===== config.mk =====
export PLATFORM = sky130hd
export DESIGN_NAME = rect_region_allocator
export DESIGN_NICKNAME = d
export VERILOG_FILES = /design/src/design/rra_pkg.sv /design/src/design/rect_region_allocator.sv /design/src/design/rra_cell.sv
export VERILOG_INCLUDE_DIRS = /design/src /design/src/design
export SDC_FILE = /design/constraint.sdc
export NUM_CORES = 2
export LEC_CHECK = 0
export BUFFER_PORTS_ARGS = -buffer_cell sky130_fd_sc_hd__buf_2
export CORE_ASPECT_RATIO = 0.6
export CORE_MARGIN = 2
export CORE_UTILIZATION = 45
export DETAILED_ROUTE_END_ITERATION = 6
export GPL_TIMING_DRIVEN = 0
export PLACE_DENSITY_LB_ADDON = 0.25
export SETUP_SLACK_MARGIN = 0.2
export SYNTH_ARGS = -nofsm -noshare
export SYNTH_HDL_FRONTEND = slang
export SYNTH_SLANG_ARGS = --single-unit

===== constraint.sdc =====
create_clock -name clock -period 8.61 [get_ports clock]
set_input_delay 0.861 -clock clock [delete_from_list [all_inputs] [get_ports clock]]
set_output_delay 0.861 -clock clock [all_outputs]
set_load 0.005 [all_outputs]

===== src/design/rect_region_allocator_macros.svh =====
// ----------------------------------------------------------------------------
// rect_region_allocator assertion macros
// concurrent assertion helpers, removed when ASSERT_OFF is defined
// ----------------------------------------------------------------------------
`ifndef RECT_REGION_ALLOCATOR_MACROS_SVH
`define RECT_REGION_ALLOCATOR_MACROS_SVH

`ifndef ASSERT_OFF

`define RRA_ASSERT_ALWAYS(label, clk, rst, prop) \
   label: assert property (@(posedge clk) disable iff (rst) (prop)) \
      else $error("assertion failed");

`define RRA_ASSERT_NEXT(label, clk, rst, ante, cons) \
   label: assert property (@(posedge clk) disable iff (rst) (ante) |=> (cons)) \
      else $error("assertion failed");

`else

`define RRA_ASSERT_ALWAYS(label, clk, rst, prop)

`define RRA_ASSERT_NEXT(label, clk, rst, ante, cons)

`endif

`endif


===== src/design/rra_pkg.sv =====
// ----------------------------------------------------------------------------
// rra_pkg
// shared types and constants of the rectangle region allocator
// ----------------------------------------------------------------------------
package rra_pkg;

   localparam int MAX_TILES = 32;
   localparam int ATLAS_MAX = 4096;
   localparam int IDX_W     = $clog2(MAX_TILES);
   localparam int CNT_W     = $clog2(MAX_TILES + 1);
   localparam int COORD_W   = $clog2(ATLAS_MAX);
   localparam int SIZE_W    = $clog2(ATLAS_MAX) + 1;
   localparam int EDGE_W    = SIZE_W + 1;
   localparam int ALIGN_W   = 2;
   localparam logic [ALIGN_W-1:0] ALIGN_MASK = 2'h3;

   localparam logic [SIZE_W-1:0] ATLAS_RESET = SIZE_W'(ATLAS_MAX);

   localparam int CSR_IDX_W = 2;
   localparam logic [CSR_IDX_W-1:0] CSR_ATLAS_WIDTH   = 2'd0;
   localparam logic [CSR_IDX_W-1:0] CSR_ATLAS_HEIGHT  = 2'd1;
   localparam logic [CSR_IDX_W-1:0] CSR_BLOCK_ALIGNED = 2'd2;

   typedef enum logic [1:0] {
      REQ_ALLOC    = 2'd0,
      REQ_FREE     = 2'd1,
      REQ_FREE_ALL = 2'd2
   } req_kind_type;

   typedef struct packed {
      logic [COORD_W-1:0] left_edge;
      logic [COORD_W-1:0] top_edge;
      logic [EDGE_W-1:0]  right_edge;
      logic [EDGE_W-1:0]  bottom_edge;
   } entry_type;

   typedef struct packed {
      logic live;
      logic load;
      logic shift;
   } cell_ctl_type;

endpackage


===== src/design/rect_region_allocator.sv =====
// ----------------------------------------------------------------------------
// rect_region_allocator
// table of rectangles placed on a 2D atlas, built as a row of slot cells
// ----------------------------------------------------------------------------
// requests arrive on req_* (valid/ready); each produces one response on
// rsp_* (valid/ready) with ok, the new slot index of an allocation and the
// number of entries in use afterwards.
// an allocate is appended at the end of the table when it is non-empty,
// aligned if block_aligned is set, inside the atlas, free of overlap and
// the table has room; a free removes one slot and every later slot moves
// down one place in the same cycle; a free-all empties the table.
// the request is captured, then every cell runs the overlap test in
// parallel and registers its hit flag, then the decision is made with
// the table update; a new request is taken only after the decision.
// a request is taken while the previous response still waits; the decision
// holds until the output register is free, so a stalled receiver stops
// the block after one request.
// csr_* writes the atlas size and alignment mode; the user writes it only
// while idle, which the block itself does not enforce.
// reset (synchronous) empties the table and restores a 4096 x 4096 atlas
// with alignment off; slot contents are not cleared.
// ----------------------------------------------------------------------------
`include "rect_region_allocator_macros.svh"

module rect_region_allocator import rra_pkg::*; (
   input  logic                 clock,
   input  logic                 reset,
   input  logic                 req_valid,
   output logic                 req_ready,
   input  logic [1:0]           req_type,
   input  logic [COORD_W-1:0]   req_rect_left,
   input  logic [COORD_W-1:0]   req_rect_top,
   input  logic [SIZE_W-1:0]    req_rect_width,
   input  logic [SIZE_W-1:0]    req_rect_height,
   input  logic [IDX_W-1:0]     req_free_index,
   output logic                 rsp_valid,
   input  logic                 rsp_ready,
   output logic                 rsp_ok,
   output logic [IDX_W-1:0]     rsp_new_index,
   output logic [CNT_W-1:0]     rsp_tiles_in_use,
   input  logic                 csr_wen,
   input  logic [CSR_IDX_W-1:0] csr_index,
   input  logic [SIZE_W-1:0]    csr_wdata
);

   typedef enum logic [1:0] {
      S_IDLE,
      S_CHECK,
      S_DECIDE
   } state_type;

   typedef struct packed {
      req_kind_type       kind;
      logic [COORD_W-1:0] left_edge;
      logic [COORD_W-1:0] top_edge;
      logic [SIZE_W-1:0]  width;
      logic [SIZE_W-1:0]  height;
      logic [IDX_W-1:0]   free_index;
   } request_type;

   state_type          state_ff, state_in;
   request_type        req_ff, req_in;
   logic [CNT_W-1:0]   count_ff, count_in;
   logic               rsp_valid_ff, rsp_valid_in;
   logic               rsp_ok_ff, rsp_ok_in;
   logic [IDX_W-1:0]   rsp_index_ff, rsp_index_in;
   logic [CNT_W-1:0]   rsp_count_ff, rsp_count_in;
   logic [SIZE_W-1:0]  atlas_width_ff, atlas_width_in;
   logic [SIZE_W-1:0]  atlas_height_ff, atlas_height_in;
   logic               block_aligned_ff, block_aligned_in;
   logic               basic_ok_ff, basic_ok_in;

   entry_type          req_entry;
   entry_type          cell_entry [MAX_TILES];
   entry_type          cell_next [MAX_TILES];
   cell_ctl_type       cell_ctl [MAX_TILES];
   logic [MAX_TILES-1:0] hit_vec;
   logic [MAX_TILES-1:0] load_vec;
   logic               req_xfer;
   logic               fire;
   logic               alloc_ok;
   logic               free_ok;
   logic               load_en;
   logic               shift_en;
   logic [ALIGN_W-1:0] low_bits;

   assign req_ready = (state_ff == S_IDLE);
   assign req_xfer  = req_valid && req_ready;
   assign fire      = (state_ff == S_DECIDE) && (!rsp_valid_ff || rsp_ready);

   // request rectangle with its far edges, seen by every cell
   always_comb begin
      req_entry.left_edge   = req_ff.left_edge;
      req_entry.top_edge    = req_ff.top_edge;
      req_entry.right_edge  = EDGE_W'(req_ff.left_edge) + EDGE_W'(req_ff.width);
      req_entry.bottom_edge = EDGE_W'(req_ff.top_edge) + EDGE_W'(req_ff.height);
      low_bits = req_ff.left_edge[ALIGN_W-1:0] | req_ff.top_edge[ALIGN_W-1:0] |
                 req_ff.width[ALIGN_W-1:0] | req_ff.height[ALIGN_W-1:0];
      basic_ok_in = (req_ff.width != '0) && (req_ff.height != '0) &&
                    !(block_aligned_ff && ((low_bits & ALIGN_MASK) != '0)) &&
                    (req_entry.right_edge <= EDGE_W'(atlas_width_ff)) &&
                    (req_entry.bottom_edge <= EDGE_W'(atlas_height_ff));
   end

   genvar gi;
   generate
      for (gi = 0; gi < MAX_TILES; gi++) begin : g_cell
         assign cell_ctl[gi].live  = (CNT_W'(gi) < count_ff);
         assign cell_ctl[gi].load  = load_en && (IDX_W'(gi) == count_ff[IDX_W-1:0]);
         assign cell_ctl[gi].shift = shift_en && (IDX_W'(gi) >= req_ff.free_index);
         assign load_vec[gi]       = cell_ctl[gi].load;
         if (gi == MAX_TILES - 1) begin : g_last
            assign cell_next[gi] = req_entry;
         end else begin : g_mid
            assign cell_next[gi] = cell_entry[gi + 1];
         end
         rra_cell u_cell (
            .clock      (clock),
            .ctl        (cell_ctl[gi]),
            .req_entry  (req_entry),
            .next_entry (cell_next[gi]),
            .entry      (cell_entry[gi]),
            .hit        (hit_vec[gi])
         );
      end
   endgenerate

   always_comb begin
      alloc_ok = basic_ok_ff && (hit_vec == '0) && (count_ff < CNT_W'(MAX_TILES));
      free_ok  = (CNT_W'(req_ff.free_index) < count_ff);
      load_en      = 1'b0;
      shift_en     = 1'b0;
      rsp_ok_in    = 1'b0;
      rsp_index_in = '0;
      count_in     = count_ff;
      case (req_ff.kind)
         REQ_ALLOC: begin
            rsp_ok_in = alloc_ok;
            load_en   = fire && alloc_ok;
            if (alloc_ok) begin
               rsp_index_in = count_ff[IDX_W-1:0];
               count_in     = count_ff + CNT_W'(1);
            end
         end
         REQ_FREE: begin
            rsp_ok_in = free_ok;
            shift_en  = fire && free_ok;
            if (free_ok) begin
               count_in = count_ff - CNT_W'(1);
            end
         end
         REQ_FREE_ALL: begin
            rsp_ok_in = 1'b1;
            count_in  = '0;
         end
         default: begin
            rsp_ok_in = 1'b0;
         end
      endcase
      rsp_count_in = count_in;
      if (!fire) begin
         count_in = count_ff;
      end
   end

   always_comb begin
      state_in = state_ff;
      case (state_ff)
         S_IDLE:   if (req_xfer) state_in = S_CHECK;
         S_CHECK:  state_in = S_DECIDE;
         S_DECIDE: if (fire) state_in = S_IDLE;
         default:  state_in = S_IDLE;
      endcase

      rsp_valid_in = rsp_valid_ff;
      if (fire) begin
         rsp_valid_in = 1'b1;
      end else if (rsp_ready) begin
         rsp_valid_in = 1'b0;
      end

      req_in = req_ff;
      if (req_xfer) begin
         req_in.kind       = req_kind_type'(req_type);
         req_in.left_edge  = req_rect_left;
         req_in.top_edge   = req_rect_top;
         req_in.width      = req_rect_width;
         req_in.height     = req_rect_height;
         req_in.free_index = req_free_index;
      end

      atlas_width_in   = atlas_width_ff;
      atlas_height_in  = atlas_height_ff;
      block_aligned_in = block_aligned_ff;
      if (csr_wen) begin
         case (csr_index)
            CSR_ATLAS_WIDTH:   atlas_width_in   = csr_wdata;
            CSR_ATLAS_HEIGHT:  atlas_height_in  = csr_wdata;
            CSR_BLOCK_ALIGNED: block_aligned_in = csr_wdata[0];
            default:           block_aligned_in = block_aligned_ff;
         endcase
      end
   end

   always_ff @(posedge clock) begin
      if (reset) begin
         state_ff         <= S_IDLE;
         rsp_valid_ff     <= 1'b0;
         count_ff         <= '0;
         atlas_width_ff   <= ATLAS_RESET;
         atlas_height_ff  <= ATLAS_RESET;
         block_aligned_ff <= 1'b0;
      end else begin
         state_ff         <= state_in;
         rsp_valid_ff     <= rsp_valid_in;
         count_ff         <= count_in;
         atlas_width_ff   <= atlas_width_in;
         atlas_height_ff  <= atlas_height_in;
         block_aligned_ff <= block_aligned_in;
         req_ff           <= req_in;
         basic_ok_ff      <= basic_ok_in;
         if (fire) begin
            rsp_ok_ff    <= rsp_ok_in;
            rsp_index_ff <= rsp_index_in;
            rsp_count_ff <= rsp_count_in;
         end
      end
   end

   assign rsp_valid        = rsp_valid_ff;
   assign rsp_ok           = rsp_ok_ff;
   assign rsp_new_index    = rsp_index_ff;
   assign rsp_tiles_in_use = rsp_count_ff;

   `RRA_ASSERT_ALWAYS(a_count_range, clock, reset, count_ff <= CNT_W'(MAX_TILES))
   `RRA_ASSERT_ALWAYS(a_single_load, clock, reset, $onehot0(load_vec))
   `RRA_ASSERT_NEXT(a_fire_rsp, clock, reset, fire, rsp_valid_ff && (state_ff == S_IDLE))
   `RRA_ASSERT_NEXT(a_alloc_count, clock, reset, fire && load_en, count_ff == $past(count_ff) + CNT_W'(1))

endmodule


===== src/design/rra_cell.sv =====
// ----------------------------------------------------------------------------
// rra_cell
// one table slot: holds a rectangle, tests it against the request and
// takes the request or its upper neighbor's rectangle
// ----------------------------------------------------------------------------
module rra_cell import rra_pkg::*; (
   input  logic         clock,
   input  cell_ctl_type ctl,
   input  entry_type    req_entry,
   input  entry_type    next_entry,
   output entry_type    entry,
   output logic         hit
);

   entry_type entry_ff;
   entry_type entry_in;
   logic      hit_ff;
   logic      hit_in;
   logic      apart;

   always_comb begin
      entry_in = entry_ff;
      if (ctl.load) begin
         entry_in = req_entry;
      end else if (ctl.shift) begin
         entry_in = next_entry;
      end
      // touching edges do not count as overlap
      apart = (EDGE_W'(entry_ff.left_edge) >= req_entry.right_edge) ||
              (entry_ff.right_edge <= EDGE_W'(req_entry.left_edge)) ||
              (EDGE_W'(entry_ff.top_edge) >= req_entry.bottom_edge) ||
              (entry_ff.bottom_edge <= EDGE_W'(req_entry.top_edge));
      hit_in = ctl.live && !apart;
   end

   always_ff @(posedge clock) begin
      entry_ff <= entry_in;
      hit_ff   <= hit_in;
   end

   assign entry = entry_ff;
   assign hit   = hit_ff;

endmodule

# --- After elaboration in Yosys (flattened, before gate mapping) ---
# Cells that the tools add are included.
totals:
  regBits: 1802
  latch_bits: 0
  ram_bits: 0
  mem_bits_ro: 0
  out_inout_bits: 14
  n_memories: 0
op_classes:
  addsub: 4
  n_mul: 0
  n_div: 0
  order_cmp: 196
  n_eq_ne: 39
  n_shift: 0
  mux: 75
  bitwise: 4
  reduce_logical: 286
op_table:
  columns: ["op", "n"]
  rows:
  - ["$mux W52", 64]
  - ["$ge A12 B14 Y1", 64]
  - ["$le A14 B12 Y1", 64]
  - ["$logic_and A1 B1 Y1", 107]
  - ["$logic_or A1 B1 Y1", 97]
  - ["$lt A5 B6 Y1 const A", 16]
  - ["$eq A5 B5 Y1 const A", 16]
  - ["$ge A5 B5 Y1 const A", 16]
  - ["$reduce_bool A2 Y1", 34]
  - ["$lt A4 B6 Y1 const A", 8]
  - ["$eq A4 B5 Y1 const A", 8]
  - ["$ge A4 B5 Y1 const A", 8]
  - ["$logic_not A1 Y1", 34]
  - ["$logic_not A32 Y1", 1]
  - ["$add A12 B13 Y14", 2]
  - ["$le A14 B13 Y1", 2]
  - ["$reduce_bool A13 Y1", 2]
  - ["$lt A3 B6 Y1 const A", 4]
  - ["$eq A3 B5 Y1 const A", 4]
  - ["$ge A3 B5 Y1 const A", 4]
  - ["$pmux W6 S3", 1]
  - ["$reduce_and A2 Y1", 7]
  - ["$lt A1 B6 Y1 const A", 2]
  - ["$lt A2 B6 Y1 const A", 2]
  - ["other kinds (21)", 37]

# --- Depth between registers and ports, before layout ---
depth:
  ltp_word: 9
  ltp_mapped: 19

# --- Hierarchy ---
# From an unflattened synthesis, not the netlist that was laid out.
hier_totals:
  hier_cells: 10075
  area_unflattened_um2: 118120.8
by_module_without_submodules:
  columns: ["module", "n_inst", "cells_per_inst", "area_per_inst_um2", "seq_area_each_um2"]
  rows:
  - ["rra_cell", 32, 292, 3482.1, 1581.5]
  - ["rect_region_allocator", 1, 731, 6693.9, 2822.7]

# --- Worst setup path before layout ---
# OpenSTA, ideal clock, no wires.
synth_path:
  path_type: "register -> register"
  from: "register count_ff[4]"
  to: "register g_cell[2].u_cell.entry_ff (netlist bit g_cell[2].u_cell.entry[0]) (enable)"
  arrival_time_ns: 6.293
  path_slack_ns: 1.784
  stages_incl_launch_ff: 11
  path_buffers: 3
  synth_period_minus_slack_ns: 6.826
  cell_sequence: "dfxtp_1 clkbuf_1 inv_1 clkbuf_1 ha_1 and3_1 a2111oi_0 and3_1 clkbuf_1 nand2_1 o21ai_0"
synth_via:
  elab_chain_cells: 6
  elab_cells_between_ends: 11
  cone_classes: "2 x order compare; 1 x eq/ne; 2 x mux; 6 x reduce/logical"
synth_lines:
  columns: ["item", "line", "text"]
  rows:
  - ["start: declaration", "rect_region_allocator.sv:63", "logic [CNT_W-1:0] count_ff, count_in;"]
  - ["start signal: assignment", "rect_region_allocator.sv:216", "count_ff <= count_in;"]
  - ["$lt A6 B6 Y1", "rect_region_allocator.sv:129", "alloc_ok = basic_ok_ff && (hit_vec == '0) && (count_ff < CNT_W'(MAX_TILES));"]
  - ["$logic_and A1 B1 Y1", "rect_region_allocator.sv:129", null]
  - ["$logic_and A1 B1 Y1", "rect_region_allocator.sv:139", "load_en = fire && alloc_ok;"]
  - ["$mux W1", "rect_region_allocator.sv:136", "case (req_ff.kind)"]
  - ["$logic_and A1 B1 Y1", "rect_region_allocator.sv:109", "assign cell_ctl[gi].load = load_en && (IDX_W'(gi) == count_ff[IDX_W-1:0]);"]
  - ["$reduce_bool A2 Y1 (no line) (*)", null, null]
  - ["end signal: assignment", "rra_cell.sv:37", "entry_ff <= entry_in;"]
  - ["end: declaration", "rra_cell.sv:15", "entry_type entry_ff;"]
# Every way passes the cells marked *; elsewhere a longest branch is shown, timed or not.
# A chain may end at the register's enable or synchronous reset.

==> metrics.md <==
| Metric | Value |
|---|---|
| Critical path type | reg2reg |
| Io pins | 91 |
| HP Class | in2reg |
| WP buf/inv | 4 |
| Syn Area/Cell | 10.6 um2 |
| Post-CTS Resized | 0 |
| Die Area | 0.242 mm2 |
| Worst EP arrival | 8.37 ns |
| First-pass GRT wire length | 611,000 um |
| Area share of the largest cell type after synthesis | 48.6% |
| Post-DP HPWL | 336,000 um |
| Metal-1 WL | 188,000 um |
| DR iter-0 viols | 14,500 |
| Core Region | 0.236 mm2 |
| Endpoints failing hold | 0 |
| Placed Cells | 13,400 |
| Outcome | finished with violations |
| Reg area | 0.0534 mm2 |
| Critical path capture point type | flop |
| Max-Cap Viols | 23 |
| Post-CTS Hold Buffers | 0 |
| Synth area leader | edfxtp_1 |
| Setup-failing EPs final | 0 |
| Synthesized net count | between 10,000 and 15,000 |
| Number of antenna violations at the first check in global routing | 54 |
| Sequential fraction of the synthesis area | 49.9% |
| WHS | between 0.15 and 0.2 ns |
| Slew margin rel. | -15.9% |
| Num CTS Buffers | 185 |
| Residual DRC | 5 |
| Number of vias per cell | around 6.5 |
| Distinct cells, synth | 89 |
| Routed wire length per instance | 32.1 um |
| PwrDens | 176 mW/mm2 |
| Clock Skews | between 0.06 and 0.07 ns |
| Tightest Pin Transition | 1.74 ns |
| Die width | roughly 630 um |
| CP Max Fanout | 15 |
| Synth Register Bits | 1,802 |
| Met2 wire length | 162,000 um |
| Crit share post-route | between 90% and 100% |
| Largest net degree at the start of global routing | 46 |
| Total grt overflow | 0 |
| Uppermost layer routed | met5 |
| Fill count | 21,000 |
| Number of flops mapped to enable cells by yosys | 1,734 |
| CTS Sinks | 1,802 |
| Critical Path Source Type | flop |
| Synthesis Warnings | 0 |
| Clock transition at path regs | around 0.07 ns |
| CTS max path bufs | 4 |
| Root Buffer Master | clkbuf_16 |
| R2R Path End | basic_ok_ff |
| CTS tree | built |
| Ratio of cells with drive above 1 in the final layout | about 6.8% |
| H-tree depth | 4 |
| Static leakage | 49.0 nW |
| Vias | 89,700 |
| Max IR drop VDD | 0.000182 V |
| Gpl congestion | 1.01 |
| Crit. Startpoint | cell_next[29] |
| CP Depth | 17 |
| Clk_lat worst skew | 0.89 ns |
| Mapped Area | 0.107 mm2 |
| Synthesized instance count | 10,100 |
| WL final | between 400,000 and 500,000 um |
| Cell row count | approximately 140 |
| Slowest CP cell | xnor2_2 |
| Slew Viols, Final | 186 |
| Setup ws final | 0.782 ns |
| R2R setup slack | 0.78 ns |
| Initial Util | 45.4% |
| End of the critical path | basic_ok_ff |
| PortBufs | 89 |
| DP Worst Slack | 0.775 ns |
| Multi-input gate area | 0.0510 mm2 |
| Final std cells w/o fill | 13,800 |
| F_max | 128 MHz |
| GRT Util Overall | 35.6% |
| Nets | 12,100 |
| Failing checks | design-rule violations, max-capacitance violations, max-slew violations |
| Worst reg2reg path depth | 17 |
| Crit path required time | ~9.2 ns |
| Final TNS setup | 0 ns |
| Most used DFF post-synth | edfxtp_1 |
| Unrepaired setup endpoints after global routing | no |
| Hold Startpoint | req_rect_top[7] |
| Worst path max stage delay | 0.82 ns |
| RR Startpoint | cell_next[29] |
| DRT Pass-1 Iters | 7 |
| Metal3 WL | 74,400 um |
| Post-synth ARST share | 0% |
| DRT antenna net count | 0 |
| Final Critical Period | 7.83 ns |
| Vias in the first global route | 83,300 |
| Delay-heaviest family, CP | buffers and inverters |
| Postcts setup bufs | 0 |
| Area growth, synth to finish | 12.2% |
| Leading post-synthesis cells by cell area | edfxtp_1, ha_1, nand2_1, o21ai_1, o21ai_0 |
| Crit-path cells | inv_1 > clkbuf_4 > fa_4 > nor2b_1 > o31a_1 > o41ai_1 > a21oi_1 > o41a_1 > xnor2_2 > clkbuf_2 > inv_1 > ha_1 > a211o_1 > or2_2 > a21oi_1 > a21oi_1 > nor4_1 |
| Vert. Die Dim | 382 um |
| CP most frequent cell | a21oi_1 |
layout by cell type, fill, tap and decap left out, types with 86 or more instances in the layout:
| master | netlist | layout |
|---|---|---|
| a21o_1 | 194 | 194 |
| nand2_1 | 1828 | 1803 |
| o21ai_1 | 1330 | 1331 |
| o21ai_0 | 555 | 546 |
| nand4_1 | 145 | 145 |
| nor2b_1 | 128 | 128 |
| inv_1 | 260 | 260 |
| nand3_1 | 90 | 90 |
| clkbuf_16 | 0 | 187 |
| clkbuf_1 | 459 | 424 |
| nor2_1 | 237 | 236 |
| nor3_1 | 86 | 86 |
| ha_1 | 1563 | 1561 |
| a21oi_1 | 366 | 366 |
| nand2b_1 | 94 | 94 |
| edfxtp_1 | 1734 | 1734 |
| o21a_1 | 140 | 140 |
| buf_2 | 49 | 139 |
synthesized netlist by cell type (8+ instances only):
| master | count |
|---|---|
| nand2_1 | 1828 |
| edfxtp_1 | 1734 |
| ha_1 | 1563 |
| o21ai_1 | 1330 |
| o21ai_0 | 555 |
| clkbuf_1 | 459 |
| a21oi_1 | 366 |
| inv_1 | 260 |
| nor2_1 | 237 |
| a21o_1 | 194 |
| nand4_1 | 145 |
| o21a_1 | 140 |
| nor2b_1 | 128 |
| nand2b_1 | 94 |
| nand3_1 | 90 |
| nor3_1 | 86 |
| a211oi_1 | 80 |
| dfxtp_1 | 68 |
| nor4_1 | 60 |
| a2111oi_0 | 57 |
| mux2_2 | 51 |
| buf_2 | 49 |
| o211ai_1 | 44 |
| a31oi_1 | 35 |
| mux2_1 | 33 |
| a211o_1 | 31 |
| and4_1 | 30 |
| o2111ai_1 | 30 |
| maj3_1 | 24 |
| o31ai_1 | 19 |
| or3_1 | 18 |
| a221oi_1 | 17 |
| nand4_2 | 16 |
| or4_1 | 16 |
| xor2_1 | 14 |
| and2_1 | 13 |
| and3_1 | 12 |
| buf_1 | 11 |
| o41a_1 | 9 |
| o211a_1 | 8 |
| o21bai_1 | 8 |
| o311ai_0 | 8 |
routing by layer:
layer	track usage [%]	up-vias
met4	11.7	54
met3	16.8	919
met1	51.9	43900
li1	-	38600
met5	1.71	-
met2	45.2	6152
power breakdown:
group | internal [mW] | switching (mW) | leakage, nW
Sequential | 9.52 | 0.0468 | 16.2
Combinational | 0.941 | 2.31 | 30.0
Clock | 4.62 | 3.73 | 2.90
cell type report:
cell class	count	share of cell area, %
tap	3150	3.28
inverter	263	0.821
clock inverter	100	0.807
sequential	1802	44.4
buffer	523	1.87
multi-input combinational	7510	42.4
antenna	28	0.0583
timing repair buffer	191	2.25
clock buffer	233	4.10
cell families (layout without fill, tap and decap cells):
group                      after synthesis  count (layout)  share of synthesized area, %
xor gates and xnor gates                19              19                         0.155
AOI/OAI and AO/OA                     2997            2997                          16.0
other                                    0              28                             0
DFF                                   1802            1802                          49.9
buffers and inverters                  786            1310                          2.83
and+or+nand+nor                       2811            2811                          11.6
muxes                                   89              89                         0.929
adders and majority gates             1594            1594                          18.6
through the flow:
stage                     power, mW  instance area [um2]  util [%]
after floorplan                11.2               107000         -
after global placement         12.5               112000      47.2
after detailed placement       12.8               114000      48.4
after CTS                      21.0               120000      50.9
after global routing           21.6               120000      50.9
final                          21.2               120000      50.9
worst min path at each step:
stage,end,slack [ns],cells past startpoint
floorplan,atlas_height_ff[10],0.44,2
global route,cell_next[30],0.15,1
global placement,atlas_width_ff[10],0.45,2
finish,cell_next[35],0.17,1
CTS,cell_next[35],0.13,1
detailed placement,atlas_height_ff[10],0.45,2
flip-flops by register name, indices dropped and copies added (netlist names), 2 cells and up:
name	cells
atlas_height_ff	13
atlas_width_ff	13
cell_next	24
count_ff	6
g_cell.u_cell.entry	1664
g_cell.u_cell.hit	32
req_ff	33
rsp_new_index	5
rsp_tiles_in_use	6
state_ff	2
No activity file was read; power rests on OpenSTA's default activity.
